**src/rtl/core/ccb_pkg.sv**
```systemverilog
// Shared types, constants and helpers for the color-key sprite blitter.
`timescale 1ns / 1ps

package ccb_pkg;

   localparam int DIM_W   = 10;
   localparam int POS_W   = 11;
   localparam int PIX_W   = 8;
   localparam int ADDR_W  = 20;
   localparam int CSR_IDX_W  = 2;
   localparam int CSR_DATA_W = 10;
   localparam int CCB_MAX_DIM = 1024;
   localparam int QUEUE_DEPTH = 2;
   localparam int QUEUE_PTR_W = $clog2(QUEUE_DEPTH);
   localparam int QUEUE_CNT_W = $clog2(QUEUE_DEPTH + 1);

   localparam logic FUNC_START = 1'b0;
   localparam logic FUNC_PIXEL = 1'b1;

   localparam logic [CSR_IDX_W-1:0] CSR_SCREEN_WIDTH  = 2'd0;
   localparam logic [CSR_IDX_W-1:0] CSR_SCREEN_HEIGHT = 2'd1;
   localparam logic [CSR_IDX_W-1:0] CSR_KEY_COLOR     = 2'd2;

   localparam logic [DIM_W-1:0] SCREEN_WIDTH_RESET  = 10'd220;
   localparam logic [DIM_W-1:0] SCREEN_HEIGHT_RESET = 10'd176;
   localparam logic [PIX_W-1:0] TRANSPARENT_RESET   = 8'd0;

   typedef struct packed {
      logic [DIM_W-1:0] sx;
      logic [DIM_W-1:0] sy;
      logic [PIX_W-1:0] pixel;
   } ccb_job_type;

   typedef struct packed {
      logic full;
      logic not_empty;
   } ccb_queue_status_type;

   function automatic logic [DIM_W-1:0] clamp_dim(input logic [DIM_W-1:0] v,
                                                  input int max_dim);
      logic [DIM_W-1:0] r;
      r = v;
      if (32'(v) > 32'(max_dim - 1)) begin
         r = DIM_W'(max_dim - 1);
      end
      return r;
   endfunction

endpackage

```
**src/rtl/core/ccb_front.sv**
```systemverilog
// Front end: accepts items, walks the bitmap, clips and queues writes.
`timescale 1ns / 1ps

module ccb_front #(
   parameter int MAX_DIM = ccb_pkg::CCB_MAX_DIM
) (
   input  logic                              clock,
   input  logic                              reset,
   input  logic                              req_valid,
   output logic                              req_stall,
   input  logic                              req_func,
   input  logic signed [ccb_pkg::POS_W-1:0]  req_pos_x,
   input  logic signed [ccb_pkg::POS_W-1:0]  req_pos_y,
   input  logic [ccb_pkg::DIM_W-1:0]         req_bmp_width,
   input  logic [ccb_pkg::DIM_W-1:0]         req_bmp_height,
   input  logic [ccb_pkg::DIM_W-1:0]         req_clip_width,
   input  logic [ccb_pkg::DIM_W-1:0]         req_clip_height,
   input  logic [ccb_pkg::PIX_W-1:0]         req_pixel,
   input  logic [ccb_pkg::DIM_W-1:0]         screen_width,
   input  logic [ccb_pkg::DIM_W-1:0]         screen_height,
   input  logic [ccb_pkg::PIX_W-1:0]         key_color,
   input  ccb_pkg::ccb_queue_status_type     queue_status,
   output logic                              push,
   output ccb_pkg::ccb_job_type              job
);
   import ccb_pkg::*;

   logic signed [POS_W-1:0] origin_x_ff, origin_x_in;
   logic signed [POS_W-1:0] origin_y_ff, origin_y_in;
   logic [DIM_W-1:0] span_w_ff, span_w_in;
   logic [DIM_W-1:0] span_h_ff, span_h_in;
   logic [DIM_W-1:0] window_w_ff, window_w_in;
   logic [DIM_W-1:0] window_h_ff, window_h_in;
   logic [DIM_W-1:0] column_ff, column_in;
   logic [DIM_W-1:0] row_ff, row_in;

   logic             accept;
   logic             walk;
   logic [DIM_W:0]   column_next;
   logic signed [POS_W:0] sx;
   logic signed [POS_W:0] sy;
   logic [POS_W-1:0] clip_x;
   logic [POS_W-1:0] clip_y;
   logic             on_screen;
   logic             in_clip;

   assign req_stall = queue_status.full;
   assign accept    = req_valid && !req_stall;
   assign walk      = accept && (req_func == FUNC_PIXEL) && (span_w_ff != '0)
                      && (row_ff < span_h_ff);

   assign sx = {origin_x_ff[POS_W-1], origin_x_ff} + $signed({2'b00, column_ff});
   assign sy = {origin_y_ff[POS_W-1], origin_y_ff} + $signed({2'b00, row_ff});

   assign clip_x = origin_x_ff[POS_W-1] ? sx[POS_W-1:0] : {1'b0, column_ff};
   assign clip_y = origin_y_ff[POS_W-1] ? sy[POS_W-1:0] : {1'b0, row_ff};

   assign on_screen = !sx[POS_W] && !sy[POS_W]
                      && (sx[POS_W-1:0] < {1'b0, screen_width})
                      && (sy[POS_W-1:0] < {1'b0, screen_height});
   assign in_clip   = (clip_x < {1'b0, window_w_ff}) && (clip_y < {1'b0, window_h_ff});

   assign push      = walk && on_screen && in_clip && (req_pixel != key_color);
   assign job.sx    = sx[DIM_W-1:0];
   assign job.sy    = sy[DIM_W-1:0];
   assign job.pixel = req_pixel;

   assign column_next = {1'b0, column_ff} + 1'b1;

   always_comb begin
      origin_x_in = origin_x_ff;
      origin_y_in = origin_y_ff;
      span_w_in   = span_w_ff;
      span_h_in   = span_h_ff;
      window_w_in = window_w_ff;
      window_h_in = window_h_ff;
      column_in   = column_ff;
      row_in      = row_ff;
      if (accept && (req_func == FUNC_START)) begin
         origin_x_in = req_pos_x;
         origin_y_in = req_pos_y;
         span_w_in   = clamp_dim(req_bmp_width, MAX_DIM);
         span_h_in   = clamp_dim(req_bmp_height, MAX_DIM);
         window_w_in = clamp_dim(req_clip_width, MAX_DIM);
         window_h_in = clamp_dim(req_clip_height, MAX_DIM);
         column_in   = '0;
         row_in      = '0;
      end else if (walk) begin
         if (column_next >= {1'b0, span_w_ff}) begin
            column_in = '0;
            row_in    = row_ff + 1'b1;
         end else begin
            column_in = column_next[DIM_W-1:0];
         end
      end
   end

   always_ff @(posedge clock) begin
      if (reset) begin
         origin_x_ff <= '0;
         origin_y_ff <= '0;
         span_w_ff   <= '0;
         span_h_ff   <= '0;
         window_w_ff <= '0;
         window_h_ff <= '0;
         column_ff   <= '0;
         row_ff      <= '0;
      end else begin
         origin_x_ff <= origin_x_in;
         origin_y_ff <= origin_y_in;
         span_w_ff   <= span_w_in;
         span_h_ff   <= span_h_in;
         window_w_ff <= window_w_in;
         window_h_ff <= window_h_in;
         column_ff   <= column_in;
         row_ff      <= row_in;
      end
   end

endmodule

```
**src/rtl/core/ccb_queue.sv**
```systemverilog
// Two-entry queue of pending frame-buffer writes between front and back.
`timescale 1ns / 1ps

module ccb_queue (
   input  logic                          clock,
   input  logic                          reset,
   input  logic                          push,
   input  ccb_pkg::ccb_job_type          push_job,
   input  logic                          pop,
   output ccb_pkg::ccb_job_type          head_job,
   output ccb_pkg::ccb_queue_status_type status
);
   import ccb_pkg::*;

   ccb_job_type            entry_ff [QUEUE_DEPTH];
   logic [QUEUE_PTR_W-1:0] wr_ptr_ff, wr_ptr_in;
   logic [QUEUE_PTR_W-1:0] rd_ptr_ff, rd_ptr_in;
   logic [QUEUE_CNT_W-1:0] count_ff, count_in;

   assign status.full      = (count_ff == QUEUE_CNT_W'(QUEUE_DEPTH));
   assign status.not_empty = (count_ff != '0);
   assign head_job         = entry_ff[rd_ptr_ff];

   always_comb begin
      wr_ptr_in = wr_ptr_ff;
      rd_ptr_in = rd_ptr_ff;
      count_in  = count_ff;
      if (push) begin
         wr_ptr_in = (32'(wr_ptr_ff) == QUEUE_DEPTH - 1) ? '0 : wr_ptr_ff + 1'b1;
      end
      if (pop) begin
         rd_ptr_in = (32'(rd_ptr_ff) == QUEUE_DEPTH - 1) ? '0 : rd_ptr_ff + 1'b1;
      end
      if (push && !pop) begin
         count_in = count_ff + 1'b1;
      end else if (pop && !push) begin
         count_in = count_ff - 1'b1;
      end
   end

   always_ff @(posedge clock) begin
      if (reset) begin
         wr_ptr_ff <= '0;
         rd_ptr_ff <= '0;
         count_ff  <= '0;
      end else begin
         wr_ptr_ff <= wr_ptr_in;
         rd_ptr_ff <= rd_ptr_in;
         count_ff  <= count_in;
      end
   end

   always_ff @(posedge clock) begin
      if (push) begin
         entry_ff[wr_ptr_ff] <= push_job;
      end
   end

   assert property (@(posedge clock) disable iff (reset) push |-> !status.full)
      else $error("write transfer into full queue");
   assert property (@(posedge clock) disable iff (reset) pop |-> status.not_empty)
      else $error("read from empty queue");
   assert property (@(posedge clock) disable iff (reset)
      (push && !pop) |=> (count_ff == $past(count_ff) + 1'b1))
      else $error("queue count lost a write");

endmodule

```
**src/rtl/core/ccb_back.sv**
```systemverilog
// Back end: forms the frame-buffer address and holds the result register.
`timescale 1ns / 1ps

module ccb_back (
   input  logic                          clock,
   input  logic                          reset,
   input  ccb_pkg::ccb_job_type          head_job,
   input  ccb_pkg::ccb_queue_status_type queue_status,
   output logic                          pop,
   input  logic [ccb_pkg::DIM_W-1:0]     screen_width,
   output logic                          rsp_valid,
   input  logic                          rsp_stall,
   output logic [ccb_pkg::ADDR_W-1:0]    rsp_write_address,
   output logic [ccb_pkg::PIX_W-1:0]     rsp_write_pixel
);
   import ccb_pkg::*;

   logic              rsp_valid_ff, rsp_valid_in;
   logic [ADDR_W-1:0] address_ff, address_in;
   logic [PIX_W-1:0]  pixel_ff;
   logic [2*DIM_W-1:0] row_base;
   logic [ADDR_W-1:0] sum;
   logic              load;

   assign load = !rsp_valid_ff || !rsp_stall;
   assign pop  = load && queue_status.not_empty;

   assign row_base   = (2*DIM_W)'(head_job.sy) * (2*DIM_W)'(screen_width);
   assign sum        = ADDR_W'(row_base) + ADDR_W'(head_job.sx);
   assign address_in = sum;

   always_comb begin
      rsp_valid_in = rsp_valid_ff;
      if (load) begin
         rsp_valid_in = queue_status.not_empty;
      end
   end

   always_ff @(posedge clock) begin
      if (reset) begin
         rsp_valid_ff <= 1'b0;
      end else begin
         rsp_valid_ff <= rsp_valid_in;
      end
   end

   always_ff @(posedge clock) begin
      if (pop) begin
         address_ff <= address_in;
         pixel_ff   <= head_job.pixel;
      end
   end

   assign rsp_valid         = rsp_valid_ff;
   assign rsp_write_address = address_ff;
   assign rsp_write_pixel   = pixel_ff;

endmodule

```
**src/rtl/core/clipped_color_key_blitter.sv**
```systemverilog
// Top level of the color-key sprite blitter with clipping.
//
// Request channel (req_*): a start item (func 0) loads position, bitmap size
// and clip size and rewinds the pixel walk; each pixel item (func 1) carries
// the next source pixel in row-major order. Response channel (rsp_*): one
// frame-buffer write per visible, in-window, non-transparent pixel.
// Both channels transfer on valid high and stall low.
// A written pixel is held in a queue entry, then in the back's result register.
// Throughput, unless stalled: one item per cycle; the front classifies a
// pixel in the cycle it arrives, the back's single multiply-add forms one
// address per cycle. A two-entry queue separates them; req_stall rises only
// when it is full, which happens while the receiver holds rsp_stall.
// The csr_* port writes screen width, height and transparent color; write
// it only while idle.
// Reset clears the walk state and the queue and restores the registers to
// 220, 176 and 0; no response is pending after reset.
`timescale 1ns / 1ps

module clipped_color_key_blitter #(
   parameter int MAX_DIM = ccb_pkg::CCB_MAX_DIM
) (
   input  logic                                clock,
   input  logic                                reset,
   input  logic                                req_valid,
   output logic                                req_stall,
   input  logic                                req_func,
   input  logic signed [ccb_pkg::POS_W-1:0]    req_pos_x,
   input  logic signed [ccb_pkg::POS_W-1:0]    req_pos_y,
   input  logic [ccb_pkg::DIM_W-1:0]           req_bmp_width,
   input  logic [ccb_pkg::DIM_W-1:0]           req_bmp_height,
   input  logic [ccb_pkg::DIM_W-1:0]           req_clip_width,
   input  logic [ccb_pkg::DIM_W-1:0]           req_clip_height,
   input  logic [ccb_pkg::PIX_W-1:0]           req_pixel,
   output logic                                rsp_valid,
   input  logic                                rsp_stall,
   output logic [ccb_pkg::ADDR_W-1:0]          rsp_write_address,
   output logic [ccb_pkg::PIX_W-1:0]           rsp_write_pixel,
   input  logic                                csr_write_enable,
   input  logic [ccb_pkg::CSR_IDX_W-1:0]       csr_index,
   input  logic [ccb_pkg::CSR_DATA_W-1:0]      csr_write_data
);
   import ccb_pkg::*;

   logic [DIM_W-1:0] screen_width_ff, screen_width_in;
   logic [DIM_W-1:0] screen_height_ff, screen_height_in;
   logic [PIX_W-1:0] transparent_ff, transparent_in;

   logic                 push;
   logic                 pop;
   ccb_job_type          push_job;
   ccb_job_type          head_job;
   ccb_queue_status_type queue_status;

   always_comb begin
      screen_width_in  = screen_width_ff;
      screen_height_in = screen_height_ff;
      transparent_in   = transparent_ff;
      if (csr_write_enable) begin
         case (csr_index)
            CSR_SCREEN_WIDTH:  screen_width_in  = csr_write_data[DIM_W-1:0];
            CSR_SCREEN_HEIGHT: screen_height_in = csr_write_data[DIM_W-1:0];
            CSR_KEY_COLOR:     transparent_in   = csr_write_data[PIX_W-1:0];
            default: ;
         endcase
      end
   end

   always_ff @(posedge clock) begin
      if (reset) begin
         screen_width_ff  <= SCREEN_WIDTH_RESET;
         screen_height_ff <= SCREEN_HEIGHT_RESET;
         transparent_ff   <= TRANSPARENT_RESET;
      end else begin
         screen_width_ff  <= screen_width_in;
         screen_height_ff <= screen_height_in;
         transparent_ff   <= transparent_in;
      end
   end

   ccb_front #(
      .MAX_DIM (MAX_DIM)
   ) u_front (
      .clock             (clock),
      .reset             (reset),
      .req_valid         (req_valid),
      .req_stall         (req_stall),
      .req_func          (req_func),
      .req_pos_x         (req_pos_x),
      .req_pos_y         (req_pos_y),
      .req_bmp_width     (req_bmp_width),
      .req_bmp_height    (req_bmp_height),
      .req_clip_width    (req_clip_width),
      .req_clip_height   (req_clip_height),
      .req_pixel         (req_pixel),
      .screen_width      (screen_width_ff),
      .screen_height     (screen_height_ff),
      .key_color         (transparent_ff),
      .queue_status      (queue_status),
      .push              (push),
      .job               (push_job)
   );

   ccb_queue u_queue (
      .clock    (clock),
      .reset    (reset),
      .push     (push),
      .push_job (push_job),
      .pop      (pop),
      .head_job (head_job),
      .status   (queue_status)
   );

   ccb_back u_back (
      .clock             (clock),
      .reset             (reset),
      .head_job          (head_job),
      .queue_status      (queue_status),
      .pop               (pop),
      .screen_width      (screen_width_ff),
      .rsp_valid         (rsp_valid),
      .rsp_stall         (rsp_stall),
      .rsp_write_address (rsp_write_address),
      .rsp_write_pixel   (rsp_write_pixel)
   );

endmodule

```
**config.mk**
```make
export PLATFORM = sky130hd
export DESIGN_NAME = clipped_color_key_blitter
export DESIGN_NICKNAME = d
export VERILOG_FILES = /design/src/rtl/core/ccb_pkg.sv /design/src/rtl/core/ccb_front.sv /design/src/rtl/core/ccb_queue.sv /design/src/rtl/core/ccb_back.sv /design/src/rtl/core/clipped_color_key_blitter.sv
export SDC_FILE = /design/constraint.sdc
export NUM_CORES = 1
export LEC_CHECK = 0
export BUFFER_PORTS_ARGS = -buffer_cell sky130_fd_sc_hd__buf_2
export CAP_MARGIN = 20
export CORE_MARGIN = 2
export CORE_UTILIZATION = 55
export DETAILED_ROUTE_END_ITERATION = 6
export PLACE_DENSITY = 0.84
export SLEW_MARGIN = 20
export SYNTH_ARGS = -nofsm -noshare
export SYNTH_HDL_FRONTEND = slang
export SYNTH_HIERARCHICAL = 1
export SYNTH_SLANG_ARGS = --single-unit
```
**constraint.sdc**
```tcl
create_clock -name clock -period 6.8 [get_ports clock]
set_clock_uncertainty 0.05 [all_clocks]
set_input_delay 0.68 -clock clock [delete_from_list [all_inputs] [get_ports clock]]
set_output_delay 0.68 -clock clock [all_outputs]
set_load 0.005 [all_outputs]
```
Word level (Yosys, flattened, before mapping)
Memories as Yosys holds them, arrays and structs flattened. A register that Yosys moved wholly into a read port is not among the register bits.
Cells that the tools add are included.

word-level totals
  register bits = 143
  bits in writable memories = 56
  bits of input ports = 88
  logic and storage cells = 82
  memories = 1

memories
  memory            depth  bits a word  rd ports  clocked after memory_dff  write ports  RTL line         RTL
  u_queue.entry_ff  2      28           1         1                         1            ccb_queue.sv:15  ccb_job_type entry_ff [QUEUE_DEPTH];

cells by class
  add/sub/neg operators = 9
  $mul = 1
  magnitude comparators = 6
  equality and inequality tests = 4
  mux-type cells = 11
  bitwise logic cells = 1
  reductions and logical operators = 32

operators by type and width
  cell                   count
  $lt 11x10->1           4
  $add 11x11->12         2
  $mux 11                2
  $add 20x10->20         1
  $mul 10x10->20         1
  $logic_and 1x1->1      15
  $add 10x1->11 const B  1
  $ge 11x10->1           1
  $add 10x1->10 const B  1
  $lt 10x10->1           1
  $mux 10                1
  $reduce_bool 10->1     1
  $ne 8x8->1             1
  $reduce_and 2->1       4
  $logic_not 1->1        7
  $mux 1                 6
  $eq 2x2->1 const B     2
  $mux 2                 2
  $reduce_bool 2->1      2
  $add 1x1->1 const B    2
  $add 2x1->2 const B    1
  $eq 2x1->1 const B     1
  $logic_not 2->1        1
  $reduce_or 2->1        1
  3 further kinds        3

Longest topological paths before layout
  word-level depth = 13
  depth in mapped cells = 22
  mapped depth without buffers = 22

Modules after synthesis
The synthesis kept the hierarchy.

modules (own cells, without submodules)
  module                     times used  cells an instance  area each (um2)  sequential area each (um2)
  ccb_front                  1           740                5775.5           1641.6
  ccb_back                   1           463                4546.9           860.8
  ccb_queue                  1           109                2234.6           1781.7
  clipped_color_key_blitter  1           113                1169.9           560.5

Least setup slack after synthesis
Ideal clock, no wire load.

  kind = reg-to-reg
  start point = register (tool-made name)
  end point = register u_back.address_ff[18], in the netlist u_back/rsp_write_address[18], data pin
  setup time = 258 ps
  arrival time = 5408 ps
  slack = 1084 ps
  cell stages (with the launch flop) = 22
  path buffers = 3
  clock period less this slack = 5716 ps
  cells stage by stage = dfxtp_1 -> buf_2 -> buf_6 -> mux2_2 -> clkbuf_1 -> and2_1 -> fa_1 -> inv_1 -> fa_1 -> inv_1 -> fa_1 -> fa_1 -> inv_1 -> fa_1 -> inv_1 -> ha_1 -> a21o_1 -> a31o_1 -> a31oi_4 -> o31ai_4 -> a41oi_2 -> xnor2_1

RTL lines
  item                  RTL line        RTL
  end signal, assigned  ccb_back.sv:49  address_ff <= address_in;
  end, declared         ccb_back.sv:19  logic [ADDR_W-1:0] address_ff, address_in;

==> flow_summary.ini <==
[status]
status = finished clean

[worst_setup_path]
cp_cell_sequence = buf_4, mux2_2, and2_1, fa_1, inv_1, fa_1, inv_1, fa_1, fa_1, inv_1, fa_1, inv_1, ha_1, a21o_1, a31o_1, a31oi_4, o31ai_4, a41oi_2, xnor2_1
critPathTopFamily = adder cells
path_max_fanout = 19
cp-start-kind = register
critPathBufInv = 5
crit_path_frequent_cell = fa_1
cp-end-kind = register
crit_type = reg -> reg
crit_required_ns = 6.95
critPathArrivalTime_ns = 5.98
slowest_stage = fa_1
cpPeakStageDelay_ns = 0.54

[floorplanning]
die_w_um = 162
die_height_um = 162
design.die.area_sq_um = 26200
start_util = 0.563
rows = 57
io_pins = 118
core_sq_um = 24400

[hold_path]
worstHoldPathType = in -> reg

[yosys]
synth_top_area_share = 0.184
synth_compound_area_frac = 0.0949
synth_simple_gate_area_frac = 0.154
yosysWarnings = 6
synth_top_area_cell = edfxtp_1
synth_top_family_by_area = adder cells
synth_edf_count = 84
synth.area.top_cells = edfxtp_1 18%, dfxtp_1 17%, ha_1 13%
yosysSeqAreaShare = 0.353
synthArstFlopShare = 0
synthesis.area_sq_um = 13700
syn_nets = 1725
synth_ff_type = dfxtp_1
synth-adder-area-share = 0.234
synth_cell_types = 73
ys_top_cells_by_count = 217 x nand2_1, 174 x inv_1, 138 x ha_1, 116 x dfxtp_1, 109 x a21oi_1
synthXorXnorAreaFrac = 0.0370
netlist_instances = 1425
synth_most_common_cell = nand2_1
ys_ff_latch = 200
syn_area_per_cell_sq_um = 9.63
muxShareOfSynthArea = 0.0588

[global_route]
grt_pass1_vias = 10600
gr-usage-all-layers = 0.246
grt_pass1_wl_mm = 51.6
grt_max_degree = 65
grt-ovfl-total = 0
grt_antenna_before_repair = 0

[clock_tree]
h-tree-depth = 4
tritoncts = yes
clk_path_buf_depth = 2
numCtsBuffers = 17
cts.sinks = 200
clk_pin_slew_ns = 0.08
ctsHoldBuffers = 0
cts_setup_buffers = 0
cts_root_buffer = clkbuf_16
clk_latency_ns = 0.44
cts_resized = 0

[sta]
slew_violations = 0
maxSlewHeadroom = 0.281
tightest_slew_ns = 1.08
finalSetupTns_ns = 0
whs_ns = 0.405
finalSetupViolCount = 0
min_period_ns = 5.83
clock.fmax_ghz = 0.172
rsz0062_at_grt = no
fin_crit_sh = 0.857
setup_ws_ns = 0.970
hold_violations = 0

[detailed_routing]
vias_per_cell = 5.47
avgRoutedWirePerCell_um = 16.8
wirelength_mm = 31.0
first_pass_iters = 5
dr_total_vias = 10100
drt_iter0_drc = 679
drc = 0
drtAntennaViolNets = 0

[placed_design]
dp_slack_ns = 0.976
portBuffers = 117
dp.cells = 1810
gp_congestion = 0.948
dp_hpwl_mm = 23.2

[finish]
instances_no_fill = 1842
nNetsFinal = 1805
drive_gt1_frac = 0.150
syn_to_final_growth_pct = 10.3
antenna_cells = 0

[pwr]
p_total_mw = 8.25
leakage_nw = 6.79
powerDensity_nw_per_um2 = 545
vdd.ir_drop.worst_v = 0.00111

[job]
drv_cap = 0
==> kinds of logic after synthesis <==
family | Yosys count
adders and majority gates | 212
muxes | 75
DFF | 200
AOI/OAI and AO/OA | 206
and+or+nand+nor | 437
buffers and inverters | 237
xor gates and xnor gates | 58
==> sequential cells by signal (all words and copies together) (netlist names), named ones only <==
signal / flops
u_queue/entry_ff: 56
u_back/rsp_write_address: 20
u_front/origin_x_ff: 11
u_front/origin_y_ff: 11
screen_height_ff: 10
screen_width_ff: 10
u_front/column_ff: 10
u_front/row_ff: 10
u_front/span_h_ff: 10
u_front/span_w_ff: 10
u_front/window_h_ff: 10
u_front/window_w_ff: 10
transparent_ff: 8
u_back/rsp_write_pixel: 8
u_queue/count_ff: 2
u_back/rsp_valid: 1
u_queue/rd_ptr_ff: 1
u_queue/wr_ptr_ff: 1
==> power breakdown <==
part | leakage (nW) | internal, mW | switching, mW | total [mW]
clock | 0.311 | 0.597 | 0.496 | 1.09
sequential | 1.72 | 1.70 | 0.0675 | 1.76
combinational | 4.76 | 2.19 | 3.21 | 5.39
==> final timing paths <==
check | from | to | slack, ns | cells after the start
setup reg to reg | register | u_back/rsp_write_address[18] | 0.97 | 19
hold reg to reg | u_front/span_h_ff[0] | u_front/span_h_ff[0] | 0.41 | 2
setup / recovery | register | u_back/rsp_write_address[18] | 0.97 | 19
hold / removal | req_pixel[4] | u_queue/entry_ff[0][4] | 0.41 | 1
==> metrics by stage <==
stage | cell area (sq um) | util
after floorplan | 13700 | -
after global placement | 14500 | 0.595
after detailed placement | 14500 | 0.595
after CTS | 15100 | 0.620
after global routing | 15100 | 0.620
final | 15100 | 0.620
==> placed cells by master, fill, tap and decap left out, types with 4 or more instances in the layout <==
master and count:
nand2_1 217, inv_1 174, ha_1 138, buf_2 116, dfxtp_1 116, a21oi_1 109
edfxtp_1 84, fa_1 74, nor2_1 54, and2_1 46, mux2_2 45, nand2b_1 39
xor2_1 32, mux2i_1 30, o21ai_0 27, xnor2_1 26, clkbuf_16 17, a21o_1 16
nand3_1 15, nand3b_1 8, buf_4 8, nand4_1 8, nor2b_1 6, nor4_1 6
a211oi_1 5, or3_1 5, and3_1 5, inv_8 4, nor3_1 4
==> layout make-up <==
cell class / instances / area (sq um)
Clock buffer: 17 / 425
Clock inverter: 15 / 208
Fill cell: 1983 / 9260
Inverter: 174 / 653
Multi-Input combinational cell: 988 / 7960
Sequential cell: 200 / 4840
Tap cell: 324 / 405
Timing Repair Buffer: 124 / 641
==> layer usage <==
metal  wire, um  track usage  up-vias  share of wire
met2      16000        0.454      249           0.52
met3       1160       0.0283       36          0.037
met4        534       0.0732        0          0.017
li1           -            -     4905              -
met1      13300        0.301     4888           0.43
met5          0            0        -              0
No activity file was read; power rests on OpenSTA's default activity.
